<file path="src/rtl/lpdx_pkg.sv">
// ----------------------------------------------------------------------------
// lpdx_pkg
// Constants and result type for the lidar packet deframer.
// ----------------------------------------------------------------------------
package lpdx_pkg;

  localparam int unsigned POINTS_PER_PACKET_DEF = 40;
  localparam int unsigned HEADER_LEN            = 10;

  localparam logic [7:0]  SYNC_A     = 8'hAA;
  localparam logic [7:0]  SYNC_B     = 8'h55;
  localparam logic [7:0]  COUNT_BYTE = 8'h28;
  localparam logic [15:0] SYNC_WORD  = 16'h55AA;

  localparam logic KIND_POINT   = 1'b0;
  localparam logic KIND_SUMMARY = 1'b1;

  localparam int unsigned TDATA_W = 72;

  typedef struct packed {
    logic        kind;
    logic [15:0] distance;
    logic [7:0]  number;
    logic [7:0]  ct;
    logic [15:0] start_angle;
    logic [15:0] end_angle;
    logic        checksum_ok;
    logic        last;
  } lpdx_result_t;

endpackage

</file>
<file path="src/rtl/lidar_packet_deframer_xor_check_top.sv">
// ----------------------------------------------------------------------------
// lidar_packet_deframer_xor_check_top
// Byte-stream packet parser for a scanning lidar with XOR-16 check.
// ----------------------------------------------------------------------------
// Takes one link byte per cycle on the slave stream and hunts for the 0xAA 0x55
// header, then the CT byte, a count byte of 0x28, the start angle, the end
// angle and the received checksum (little-endian words). Every fourth payload
// byte emits a point result with the unsigned distance from point bytes 2 and
// 3; the last payload byte also emits a packet summary with the checksum
// verdict. The parser handles each byte as it is accepted; results go
// through a four-entry output queue, so a byte is accepted every cycle while
// the queue has room for two results (a byte causes at most two).
module lidar_packet_deframer_xor_check_top #(
  parameter int unsigned POINTS_PER_PACKET = lpdx_pkg::POINTS_PER_PACKET_DEF
) (
  input  logic                         clk,
  input  logic                         rst,
  input  logic                         s_tvalid,
  output logic                         s_tready,
  input  logic [7:0]                   s_tdata,   // [7:0] data_byte
  output logic                         m_tvalid,
  input  logic                         m_tready,
  output logic [lpdx_pkg::TDATA_W-1:0] m_tdata,   // [15:0] point_distance,
                                                   // [23:16] point_number,
                                                   // [31:24] ct_byte,
                                                   // [47:32] start_angle,
                                                   // [63:48] end_angle,
                                                   // [64] checksum_ok, rest zero
  output logic [0:0]                   m_tuser,   // [0] result_kind
  output logic                         m_tlast    // last_of_run
);
  import lpdx_pkg::*;

  localparam int unsigned PAYLOAD_LEN = 4 * POINTS_PER_PACKET;
  localparam int unsigned POS_W       = $clog2(HEADER_LEN + PAYLOAD_LEN);
  localparam int unsigned QDEPTH      = 4;
  localparam int unsigned QPTR_W      = $clog2(QDEPTH);

  localparam logic [POS_W-1:0] POS_HUNT    = POS_W'(0);
  localparam logic [POS_W-1:0] POS_SYNC_B  = POS_W'(1);
  localparam logic [POS_W-1:0] POS_CT      = POS_W'(2);
  localparam logic [POS_W-1:0] POS_COUNT   = POS_W'(3);
  localparam logic [POS_W-1:0] POS_FA_LO   = POS_W'(4);
  localparam logic [POS_W-1:0] POS_FA_HI   = POS_W'(5);
  localparam logic [POS_W-1:0] POS_LA_LO   = POS_W'(6);
  localparam logic [POS_W-1:0] POS_LA_HI   = POS_W'(7);
  localparam logic [POS_W-1:0] POS_CS_LO   = POS_W'(8);
  localparam logic [POS_W-1:0] POS_CS_HI   = POS_W'(9);
  localparam logic [POS_W-1:0] POS_PAYLOAD = POS_W'(HEADER_LEN);
  localparam logic [POS_W-1:0] K_LAST      = POS_W'(PAYLOAD_LEN - 1);
  localparam logic [POS_W-1:0] K_LEN       = POS_W'(PAYLOAD_LEN);

  // parser state
  logic [POS_W-1:0] pos, pos_next;
  logic [15:0]      acc, acc_next;
  logic [7:0]       low_hold, low_hold_next;
  logic [7:0]       ct_hold, ct_hold_next;
  logic [15:0]      fa_hold, fa_hold_next;
  logic [15:0]      la_hold, la_hold_next;
  logic [15:0]      rx_sum, rx_sum_next;

  // output queue
  lpdx_result_t      queue [QDEPTH];
  logic [QPTR_W-1:0] wr_ptr, rd_ptr;
  logic [QPTR_W:0]   count;

  logic             accept, pop;
  logic [15:0]      word;
  logic [POS_W-1:0] k;
  logic [1:0]       n_push;
  lpdx_result_t     res0, res1;

  assign accept = s_tvalid && s_tready;
  assign pop    = m_tvalid && m_tready;
  assign word   = {s_tdata, low_hold};
  assign k      = pos - POS_PAYLOAD;

  always_comb begin
    pos_next      = pos;
    acc_next      = acc;
    low_hold_next = low_hold;
    ct_hold_next  = ct_hold;
    fa_hold_next  = fa_hold;
    la_hold_next  = la_hold;
    rx_sum_next   = rx_sum;
    n_push        = 2'd0;

    res0             = '0;
    res0.kind        = KIND_POINT;
    res0.distance    = word;
    res0.number      = 8'(k >> 2);
    res0.ct          = ct_hold;
    res0.start_angle = fa_hold;
    res0.end_angle   = la_hold;
    res0.checksum_ok = 1'b0;
    res0.last        = 1'b1;

    res1             = '0;
    res1.kind        = KIND_SUMMARY;
    res1.ct          = ct_hold;
    res1.start_angle = fa_hold;
    res1.end_angle   = la_hold;
    res1.checksum_ok = ((acc ^ word) == rx_sum);
    res1.last        = 1'b1;

    case (pos)
      POS_HUNT: begin
        if (s_tdata == SYNC_A) pos_next = POS_SYNC_B;
      end
      POS_SYNC_B: begin
        if (s_tdata == SYNC_B) begin
          acc_next = SYNC_WORD;
          pos_next = POS_CT;
        end else begin
          pos_next = POS_HUNT;
        end
      end
      POS_CT: begin
        ct_hold_next = s_tdata;
        pos_next     = POS_COUNT;
      end
      POS_COUNT: begin
        if (s_tdata == COUNT_BYTE) begin
          acc_next = acc ^ {COUNT_BYTE, ct_hold};
          pos_next = POS_FA_LO;
        end else begin
          pos_next = POS_HUNT;
        end
      end
      POS_FA_LO, POS_LA_LO, POS_CS_LO: begin
        low_hold_next = s_tdata;
        pos_next      = pos + POS_W'(1);
      end
      POS_FA_HI: begin
        fa_hold_next = word;
        acc_next     = acc ^ word;
        pos_next     = POS_LA_LO;
      end
      POS_LA_HI: begin
        la_hold_next = word;
        acc_next     = acc ^ word;
        pos_next     = POS_CS_LO;
      end
      POS_CS_HI: begin
        rx_sum_next = word;
        pos_next    = POS_PAYLOAD;
      end
      default: begin
        if (k >= K_LEN) begin
          pos_next = POS_HUNT;
        end else begin
          if (!k[0]) begin
            low_hold_next = s_tdata;
          end else begin
            acc_next = acc ^ word;
            if (k[1]) n_push = 2'd1;
          end
          if (k == K_LAST) begin
            // last point and summary together; only the summary closes the run
            res0.last = 1'b0;
            n_push    = 2'd2;
            pos_next  = POS_HUNT;
          end else begin
            pos_next = pos + POS_W'(1);
          end
        end
      end
    endcase
  end

  always_ff @(posedge clk) begin
    if (rst) begin
      pos      <= POS_HUNT;
      acc      <= '0;
      low_hold <= '0;
      ct_hold  <= '0;
      fa_hold  <= '0;
      la_hold  <= '0;
      rx_sum   <= '0;
    end else if (accept) begin
      pos      <= pos_next;
      acc      <= acc_next;
      low_hold <= low_hold_next;
      ct_hold  <= ct_hold_next;
      fa_hold  <= fa_hold_next;
      la_hold  <= la_hold_next;
      rx_sum   <= rx_sum_next;
    end
  end

  // accept only with room for the worst case of two results
  assign s_tready = (count <= (QPTR_W+1)'(QDEPTH - 2));

  always_ff @(posedge clk) begin
    if (rst) begin
      wr_ptr <= '0;
      rd_ptr <= '0;
      count  <= '0;
    end else begin
      if (accept) wr_ptr <= wr_ptr + QPTR_W'(n_push);
      if (pop) rd_ptr <= rd_ptr + QPTR_W'(1);
      count <= count + (QPTR_W+1)'(accept ? n_push : 2'd0)
                     - (QPTR_W+1)'(pop);
    end
  end

  always_ff @(posedge clk) begin
    if (accept && n_push != 2'd0) queue[wr_ptr] <= res0;
    if (accept && n_push == 2'd2) queue[wr_ptr + QPTR_W'(1)] <= res1;
  end

  lpdx_result_t head;
  assign head     = queue[rd_ptr];
  assign m_tvalid = (count != '0);
  assign m_tdata  = {7'd0, head.checksum_ok, head.end_angle, head.start_angle,
                     head.ct, head.number, head.distance};
  assign m_tuser  = head.kind;
  assign m_tlast  = head.last;

endmodule

</file>
<file path="config.mk">
export PLATFORM = sky130hd
export DESIGN_NAME = lidar_packet_deframer_xor_check_top
export DESIGN_NICKNAME = d
export VERILOG_FILES = /design/src/rtl/lpdx_pkg.sv /design/src/rtl/lidar_packet_deframer_xor_check_top.sv
export SDC_FILE = /design/constraint.sdc
export NUM_CORES = 1
export LEC_CHECK = 0
export BUFFER_PORTS_ARGS = -buffer_cell sky130_fd_sc_hd__buf_2
export CORE_ASPECT_RATIO = 1.5
export CORE_MARGIN = 2
export CORE_UTILIZATION = 43
export DETAILED_ROUTE_END_ITERATION = 12
export HOLD_SLACK_MARGIN = 0.05
export PLACE_DENSITY = 0.68
export SKIP_CTS_REPAIR_TIMING = 1
export SLEW_MARGIN = 25
export SYNTH_ARGS = -nofsm -noshare
export SYNTH_HDL_FRONTEND = slang
export SYNTH_SLANG_ARGS = --single-unit
export TNS_END_PERCENT = 100
</file>
<file path="constraint.sdc">
create_clock -name clk -period 4.26 [get_ports clk]
set_input_delay 0 -clock clk [delete_from_list [all_inputs] [get_ports clk]]
set_output_delay 0 -clock clk [all_outputs]
set_load 0.02 [all_outputs]
</file>
# Word-level counts from Yosys, hierarchy flattened
# Memory sizes are Yosys's and may differ from the RTL's. A register that Yosys moved wholly into a read port is not among the register bits.
# Cells that the tools add are included.
# Widths: inputs -> output; s select.
# totals
out_inout_bits,76
n_memories,1
ramBits,260
elab_cells,94
regBits,95
# mem_list
memory,words,width,rd,rd_clocked_by_memory_dff,write_ports,line_no,text
queue,4,65,1,1,2,lidar_packet_deframer_xor_check_top.sv:63,lpdx_result_t queue [QDEPTH];
# op_classes
reduce_logical,20
eq_ne,21
magnitude_cmp,2
n_addsub,7
muxes,29
n_bitwise,4
# op_table
op,n
$mux 16,4
$pmux 16 s4,1
$pmux 8 s8,1
$mux 8,5
$eq 8x3->1 const B,4
$eq 16x16->1,1
$eq 8x2->1 const B,2
$eq 8x4->1 const B,2
$eq 8x8->1 const B,2
$pmux 8 s2,1
$xor 16x14->16,1
$xor 16x16->16,1
$mux 2,7
$reduce_and 2->1,5
$reduce_or 10->1,1
$mux 1,9
$add 8x1->8 const B,1
$eq 8x1->1 const B,1
$eq 8x6->1 const B,1
$eq 8x7->1 const B,1
$ge 8x8->1 const B,1
$logic_not 8->1,1
$sub 8x4->8 const B,1
$reduce_or 7->1,1
other kinds (20),28

# Logic depth before layout (Yosys ltp)
# Gate-level depths: netlist of run 1.
# logic_depth
ltp_word,10
depth_mapped,18

# Worst setup path after synthesis of run 1
# OpenSTA, ideal clock, no wires.
# synth_timing
path_type,reg2reg
startpoint,register pos[2]
endpoint,register count[2]
path_stages_with_launch,18
required_time_ns,4.132
arrival_time_ns,3.252
n_path_buf,2
slack_ns,0.880
period_less_slack_ns,3.380
path_cell_list,dfxtp_1 > clkbuf_1 > inv_1 > ha_1 > nand4b_1 > nor2_1 > a21oi_1 > a31o_2 > buf_2 > nand4_1 > ha_1 > inv_1 > ha_1 > inv_1 > fa_1 > xnor2_1 > xnor2_1 > nor2_1
# synth_via
elab_chain_cells,8
elab_cells_between_ends,20
classes_between,3 x add/sub; 1 x order compare; 10 x eq/ne; 4 x mux; 2 x reduce/logical
# synth_lines
item,line_no,text
start: declaration,lidar_packet_deframer_xor_check_top.sv:54,"logic [POS_W-1:0] pos, pos_next;"
start signal: assignment,lidar_packet_deframer_xor_check_top.sv:181,pos <= pos_next;
"parallel branches: the longest is 4 deep, another holds $sub 8x4->8",n/a,
$mux 2 *,lidar_packet_deframer_xor_check_top.sv:106,case (pos)
$mux 2 *,lidar_packet_deframer_xor_check_top.sv:202,count <= count + (QPTR_W+1)'(accept ? n_push : 2'd0)
$add 3x2->3 *,lidar_packet_deframer_xor_check_top.sv:202,
$sub 3x1->3 *,lidar_packet_deframer_xor_check_top.sv:203,- (QPTR_W+1)'(pop);
end signal: assignment,lidar_packet_deframer_xor_check_top.sv:202,
end: declaration,lidar_packet_deframer_xor_check_top.sv:65,logic [QPTR_W:0] count;
# Mark *: on every way between the ends.
# A chain may end at the register's enable or synchronous reset.

# Worst setup path in the final report of run 1
# Ends and elaborated chain as after synthesis.

==> impl_metrics.ini, run 1 <==
[outcome]
outcome = finished clean

[timing]
slew_violations = 0
fmax_mhz = 263
finalClockSkew_ns = 0.0215
fin_hold_ws_ns = 0.0977
worstMarginPinSlew_ns = 0.899
relSlewSlack = 0.397
period_share = 0.894
fin_tns_setup_ns = 0
rsz0062_at_grt = no
setup_slack_ns = 0.453
finalHoldViolCount = 0
setup_violations = 0
fin_crit_ns = 3.81

[global_route]
grt_use_met2 = 0.348
grt_pass1_wl_um = 59900
top_usage_layer = met2
met1_usage = 0.234
use_met3 = 0.0266
grt.total_usage = 0.196
antenna_found_initial = 0
grt_max_degree = 82
grt_pass1_vias = 10982
grt.overflow.total = 0

[clock_network]
clkLatencyLatePin_ns = 0.53
cts.sinks = 357
numCtsBuffers = 34
h-tree-depth = 2
clk_pin_slew_ns = 0.06
clock-root-buffer = clkbuf_16
cts_tree = done
clockBufferDepth = 3

[routing]
drc = 0
wire_per_inst_um = 19.0
finalWirelength_um = 38000
drt_iter0_markers = 917
drt_pass1_iterations = 5
via_count = 11136
antenna_left = 0
routed_via_density = 5.56

[placed_design]
dp_slack_ns = 0.522
hpwlAfterDp_um = 23900
dp.cells = 1933
portBuffers = 78
globalplace.congestion = 0.842

[final_layout]
insertedDiodeCount = 0
syn_to_final_growth_pct = 13.0
multi_input_area_um2 = 6690
regArea_um2 = 8790
fillers = 3292
instances_no_fill = 2004
layout-drive-gt1-share = 0.159
fin_nets = 1519

[floorplanning]
coreArea_um2 = 36700
floorplan.die.width_um = 161
rows = 86
die_y_um = 240
start_util = 0.436
die_area_um2 = 38800
pin_count = 88

[setup_path]
cp_cell_sequence = inv_1 -> ha_1 -> nand4b_1 -> nor2_1 -> a21oi_1 -> a31o_2 -> nand4_1 -> ha_1 -> inv_1 -> ha_1 -> inv_1 -> fa_1 -> xnor2_1 -> xnor2_1 -> nor2_1
crit_required_ns = 4.63
start_kind = flop
r2r_setup_slack_ns = 0.45
slowest_stage = dfxtp_1
criticalPathCategory = reg -> reg
timing.rr.start = pos[2]
slowest_delay_ns = 0.57
rr_endpoint = count[2]
worstPathArrival_ns = 4.18
crit_fanout = 13
r2r_cells = 15
cp-end-kind = flop

[yosys]
ys_warn_count = 0
synth-main-ff-cell = dfxtp_1
ys_seq_area_frac = 0.550
synth_cell_types = 64
synth.cell_area_um2 = 16000
syn_area_per_cell_um2 = 11.0
ys_seq_elements = 357
async_flop_share = 0
synth_cells = 1457
synth-edff-count = 164

[worst_hold_path]
hold_depth = 4
worstHoldStart = s_tvalid
hp-class = in -> reg
min_to = wr_ptr[0]

[pwr]
p_leak_nw = 5.86
peakVddDrop_v = 0.000250
p_per_area_nw_per_um2 = 408

[run]
cap_viol_max_count = 0
==> stage by stage <==
stage               power [mW]   util  area [um^2]
floorplan                 4.17      -        16000
global placement          4.32  0.458        16800
detailed placement        4.32  0.458        16800
CTS                       7.45  0.489        17900
global route              7.62  0.492        18100
finish                    7.37  0.492        18100
==> cells in the final DEF, fill, tap and decap left out, drive strengths merged, types with 22 or more instances in the layout <==
cell    count
and2      169
clkbuf     47
a21oi      83
buf       107
o21ai     151
mux4       65
xnor2      22
mux2i      24
nor2       56
nand4      30
dfxtp     193
xor2       22
nand2     193
edfxtp    164
==> state kept, by name, summed over array words and instances, names as in the netlist, named ones only <==
name	count
acc	16
rx_sum	16
queue	260
wr_ptr	2
rd_ptr	2
low_hold	8
fa_hold	16
ct_hold	8
count	3
pos	8
la_hold	16
==> logic make-up (layout without fill, tap and decap cells) <==
logic type                 after synthesis  after routing  synth area share
and+or+nand+nor                        539            539             0.175
DFF                                    357            357             0.550
AOI/OAI and AO/OA                      286            286            0.0990
buffers and inverters                  130            185            0.0360
muxes                                   89             89             0.107
xor gates and xnor gates                44             44            0.0241
adders and majority gates               11             11           0.00908
other                                    1              9          0.000235
==> power breakdown <==
part / internal (mW) / leakage [nW] / switching (mW)
Sequential: 3.58 / 2.68 / 0.124
Combinational: 0.261 / 2.62 / 0.269
Clock: 1.85 / 0.553 / 1.29
Total: 5.69 / 5.86 / 1.68
==> how the worst max path moves through the flow <==
stage	slack (ns)	endpoint	startpoint
CTS	0.50	count[2]	pos[2]
floorplan	0.88	count[2]	pos[2]
global route	0.16	count[2]	pos[2]
finish	0.45	count[2]	pos[2]
detailed placement	0.52	count[2]	pos[2]
global placement	0.68	count[2]	pos[2]
==> cell usage after synthesis, types with 5 or more instances <==
cell type | count | area [um^2]
nand4_1 | 29 | 181
mux2i_1 | 24 | 240
and2_1 | 168 | 1050
buf_2 | 28 | 140
a31oi_1 | 6 | 37.5
a211oi_1 | 10 | 75.1
and3_1 | 12 | 75.1
buf_1 | 8 | 30.0
o21ai_0 | 148 | 741
xnor2_1 | 22 | 193
mux4_2 | 65 | 1460
buf_4 | 12 | 90.1
clkbuf_2 | 6 | 30.0
nand2_1 | 191 | 717
nand3_1 | 19 | 95.1
xor2_1 | 22 | 193
inv_1 | 7 | 26.3
or3_1 | 7 | 43.8
nor2b_1 | 5 | 31.3
nor3_1 | 15 | 75.1
clkbuf_1 | 69 | 259
nor2_1 | 55 | 206
a21oi_1 | 83 | 415
a21o_1 | 6 | 45.0
dfxtp_1 | 193 | 3860
ha_1 | 10 | 125
edfxtp_1 | 164 | 4920
nand2b_1 | 8 | 50.1
==> critical path: cells and delay by family, from the launching register on <==
family	cells	cell delay, ns
AO/OA/AOI/OAI	2	0.73
XOR/XNOR	2	0.34
adder cells (fa/ha/maj)	4	1.27
buffers and inverters	3	0.33
AND/OR/NAND/NOR	4	0.40
flip-flops	1	0.57
==> layout make-up <==
cell class | instances | area share
flip-flops and latches | 357 | 0.487
multi-input cells | 978 | 0.370
clock buffers | 47 | 0.0538
repair buffers | 118 | 0.0439
well taps | 484 | 0.0335
clock inverters | 13 | 0.00984
inverters | 7 | 0.00146
==> per-layer routing <==
metal / up-vias / wire length (um)
met2: 340 / 19400
met1: 5438 / 15300
met3: 98 / 1640
li1: 5260 / -
met5: - / 0
met4: 0 / 1660
(Power assumes the default switching activity.)
==> inputs of run 2 (changes only) <==
--- a/config.mk
+++ b/config.mk
@@ -8,10 +8,10 @@
 export BUFFER_PORTS_ARGS = -buffer_cell sky130_fd_sc_hd__buf_2
 export CORE_ASPECT_RATIO = 1.5
 export CORE_MARGIN = 2
-export CORE_UTILIZATION = 43
+export CORE_UTILIZATION = 57
 export DETAILED_ROUTE_END_ITERATION = 12
 export HOLD_SLACK_MARGIN = 0.05
-export PLACE_DENSITY = 0.68
+export PLACE_DENSITY = 0.83
 export SKIP_CTS_REPAIR_TIMING = 1
 export SLEW_MARGIN = 25
 export SYNTH_ARGS = -nofsm -noshare
==> run 2 against run 1 <==
Setup slack better by 0.30 ns. First-iteration DRC count up 29%. Critical path depth down 1. Final cell count down 6.3%. Flip-flop and latch count unchanged. Via count up 3.4%.
==> impl_metrics.ini, run 2 (synthesis gave the netlist of run 1 again) <==
[global_route]
grt.overflow.total = 0
grt.total_usage = 0.260
grt_max_degree = 92
grt_pass1_vias = 11386
grt_pass1_wl_um = 60100
antenna_found_initial = 0

[final_layout]
insertedDiodeCount = 0
syn_to_final_growth_pct = 11.8
layout-drive-gt1-share = 0.163
final_cell_mix = nand2_1 (191), dfxtp_1 (191), and2_1 (168)
instances_no_fill = 1877
fin_nets = 1530
max_flop_register = queue
largest_reg_flops = 260

[pwr]
peakVddDrop_v = 0.000364
p_per_area_nw_per_um2 = 406
p_leak_nw = 5.89

[routing]
drc = 0
finalWirelength_um = 38600
drt_iter0_markers = 1182
drt_pass1_iterations = 6
antenna_left = 0
wire_per_inst_um = 20.6
via_count = 11518
routed_via_density = 6.14

[timing]
period_share = 0.824
setup_slack_ns = 0.750
fin_crit_ns = 3.51
finalClockSkew_ns = 0.0205
fmax_mhz = 285
fin_tns_setup_ns = 0
worstMarginPinSlew_ns = 1.04
finalHoldViolCount = 0
relSlewSlack = 0.306
slew_violations = 0
fin_hold_ws_ns = 0.406
setup_violations = 0
rsz0062_at_grt = no

[clock_network]
cts.sinks = 357
clkLatencyLatePin_ns = 0.53
cts_tree = done
clk_pin_slew_ns = 0.06
h-tree-depth = 2
clockBufferDepth = 3
numCtsBuffers = 34
clock-root-buffer = clkbuf_16

[placed_design]
portBuffers = 78
dp.cells = 1806
dp_slack_ns = 0.796
hpwlAfterDp_um = 24200
globalplace.congestion = 0.867

[setup_path]
cp_cell_sequence = inv_1 -> ha_1 -> nor3b_1 -> a21oi_1 -> a31o_2 -> nand4_1 -> ha_1 -> inv_1 -> ha_1 -> inv_1 -> fa_1 -> xnor2_1 -> xnor2_1 -> nor2_1
slowest_stage = dfxtp_1
crit_fanout = 14
criticalPathCategory = reg -> reg
cp-end-kind = flop
worstPathArrival_ns = 3.86
start_kind = flop
slowest_delay_ns = 0.45
crit_required_ns = 4.61

[floorplanning]
rows = 75
die_area_um2 = 29400
pin_count = 88
start_util = 0.575
die_y_um = 209
floorplan.die.width_um = 141
coreArea_um2 = 27800

[outcome]
outcome = finished clean

[worst_hold_path]
hp-class = in -> reg

[run]
cap_viol_max_count = 0
run 2: cell count changes in the layout (fill, tap and decap cells not counted), sizes merged:
cell	before	now
buf	107	118
clkinvlp	2	1
clkinv	5	9
bufinv	4	3
inv	9	8
clkbuf	47	46
run 2: area by class of cell:
class | count | area (um^2)
Fill cell | 2053 | 9900
Timing Repair Buffer | 129 | 863
Clock buffer | 46 | 947
Clock inverter | 14 | 146
Tap cell | 346 | 433
Multi-Input combinational cell | 978 | 6660
Inverter | 7 | 26.3
Sequential cell | 357 | 8790
run 2: power by group:
part / switching, mW / internal, mW / total [mW]
sequential: 0.151 / 3.58 / 3.73
combinational: 0.252 / 0.262 / 0.514
clock: 1.26 / 1.74 / 3.01
run 2: worst max-delay path: cells and delay by family (launching register included):
family                   cells  cell delay [ns]
AO/OA/AOI/OAI                2             0.75
XOR/XNOR                     2             0.31
adder cells (fa/ha/maj)      4             1.19
buffers and inverters        3             0.23
flip-flops                   1             0.45
AND/OR/NAND/NOR              3             0.41
run 2: layer usage:
| metal | up-vias | wire (um) | global-route usage |
|---|---|---|---|
| met5 | - | 0 | 0 |
| met4 | 0 | 1830 | 0.130 |
| met3 | 124 | 2580 | 0.0403 |
| met2 | 518 | 19700 | 0.456 |
| met1 | 5592 | 14500 | 0.309 |
| li1 | 5284 | - | - |
run 2: path summary, 6_finish.rpt:
| path | start | depth (start not counted) | endpoint | slack (ns) |
|---|---|---|---|---|
| min reg2reg | queue[1][58] | 2 | queue[1][58] | 0.45 |
| max reg2reg | pos[1] | 14 | count[2] | 0.75 |
| min | rst | 4 | pos[4] | 0.41 |
| max | pos[1] | 14 | count[2] | 0.75 |
run 2: stage by stage:
stage,cell area (um^2),util,power [mW]
2_1_floorplan,16000,-,4.17
3_3_place_gp,16700,0.600,4.32
3_5_place_dp,16700,0.600,4.33
4_1_cts,17800,0.639,7.30
5_1_grt,17900,0.643,7.46
6_report,17900,0.643,7.25
==> inputs of run 3 (changes only) <==
==> constraint.sdc (replaced) <==
create_clock -name clk -period 3.6 [get_ports clk]
set_input_delay 0 -clock clk [delete_from_list [all_inputs] [get_ports clk]]
set_output_delay 0 -clock clk [all_outputs]
set_load 0.02 [all_outputs]
==> run 3 against run 2 <==
Core utilization rose by 0.57 points. Critical path type unchanged. Sequential share of layout area fell by 0.43 points. Maximum frequency up 4.5%.
==> impl_metrics.ini, run 3 (synthesis gave the netlist of run 1 again) <==
[worst_hold_path]
hp-class = in -> reg
worstHoldStart = rst
hold_depth = 2

[pwr]
power.total_mw = 8.74
power.switching_mw = 1.99
p_int_mw = 6.76
p_sw_frac = 0.227
seqPwrFrac = 0.501
p_leak_nw = 5.98
peakVddDrop_v = 0.000467
p_per_area_nw_per_um2 = 485
p_clk_frac = 0.424
comb_power_share = 0.075

[floorplanning]
floorplan.die.width_um = 141
pin_count = 88
rows = 75
coreArea_um2 = 27800
die_area_um2 = 29400
start_util = 0.575
die_y_um = 209

[timing]
finalHoldViolCount = 0
fmax_mhz = 298
rsz0062_at_grt = no
relSlewSlack = 0.417
fin_tns_setup_ns = 0
finalClockSkew_ns = 0.0205
fin_crit_ns = 3.36
period_share = 0.933
slew_violations = 0
worstMarginPinSlew_ns = 0.875
setup_violations = 0

[final_layout]
max_flop_register = queue
syn_to_final_growth_pct = 12.8
largest_reg_flops = 260
insertedDiodeCount = 0
fin_nets = 1542
instances_no_fill = 1889
fillers = 1984
final_cell_mix = nand2_1 (191), dfxtp_1 (191), and2_1 (168)
layout-drive-gt1-share = 0.172

[clock_network]
cts.sinks = 357
clockBufferDepth = 3
clock-root-buffer = clkbuf_16
clkLatencyLatePin_ns = 0.53
numCtsBuffers = 34
h-tree-depth = 2
clk_pin_slew_ns = 0.06
cts_tree = done

[global_route]
grt.total_usage = 0.266
grt_max_degree = 82
antenna_found_initial = 0
grt.overflow.total = 0
grt_pass1_vias = 11453
grt_pass1_wl_um = 61900

[routing]
drt_iter0_markers = 1184
finalWirelength_um = 39400
drt_pass1_iterations = 6
routed_via_density = 6.15
antenna_left = 0
wire_per_inst_um = 20.8
via_count = 11621
drc = 0

[setup_path]
rr_endpoint = count[2]
crit_fanout = 8
timing.rr.start = pos[1]
crit_required_ns = 3.97
r2r_cells = 15
r2r_setup_slack_ns = 0.24
cp-end-kind = flop
start_kind = flop
worstPathArrival_ns = 3.73
criticalPathCategory = reg -> reg

[run]
cap_viol_max_count = 0

[placed_design]
portBuffers = 78
dp.cells = 1819
hpwlAfterDp_um = 24700
globalplace.congestion = 0.880

[outcome]
outcome = finished clean
-- run 3: area by class of cell --
class	instances	area, um^2	share of cell area
sequential	357	8790	0.488
multi-input combinational	978	6660	0.370
clock buffer	48	976	0.0541
timing repair buffer	141	963	0.0534
tap	346	433	0.0240
clock inverter	12	175	0.00972
inverter	7	26.3	0.00146
-- run 3: layer usage --
metal / global-route usage / up-vias / wire length, um
li1: - / 5309 / -
met1: 0.328 / 5612 / 14500
met2: 0.451 / 580 / 20100
met3: 0.0394 / 120 / 2820
met4: 0.146 / 0 / 1930
met5: 0 / - / 0
-- run 3: worst max-delay path by stage --
stage,start,end,slack (ns),depth (start not counted)
floorplan,pos[2],count[2],0.22,17
global placement,pos[1],count[2],0.36,15
detailed placement,pos[1],count[2],0.32,15
CTS,pos[1],count[2],0.29,15
global route,pos[1],count[2],0.003,15
finish,pos[1],count[2],0.24,15
-- run 3: power by group through the flow --
stage	Sequential, mW	Clock [mW]	Combinational [mW]
floorplan	4.34	0	0.596
global placement	4.48	0	0.651
detailed placement	4.47	0	0.652
CTS	4.38	3.73	0.658
global route	4.40	3.89	0.714
finish	4.38	3.70	0.659
-- run 3: critical path, cell delays in order (launching register included) --
cell      delay (ns)
dfxtp_1         0.48
inv_1           0.14
ha_1            0.39
nand4b_1        0.14
nor2_1          0.05
a21oi_1         0.37
a31o_2          0.24
nand4_1         0.11
ha_1            0.30
inv_1           0.05
ha_1            0.13
inv_1           0.05
fa_1            0.37
xnor2_1         0.18
xnor2_1         0.14
nor2_1          0.05
-- run 3: per-stage QoR --
stage	util	cell area [um^2]	setup slack, ns	hold WS (ns)
final	0.649	18000	0.241	0.0560
after global routing	0.649	18000	0.00331	0.0707
after CTS	0.645	17900	0.288	-0.0835
after detailed placement	0.604	16800	0.321	0.438
after global placement	0.604	16800	0.358	0.428
after floorplan	-	16000	0.220	0.220
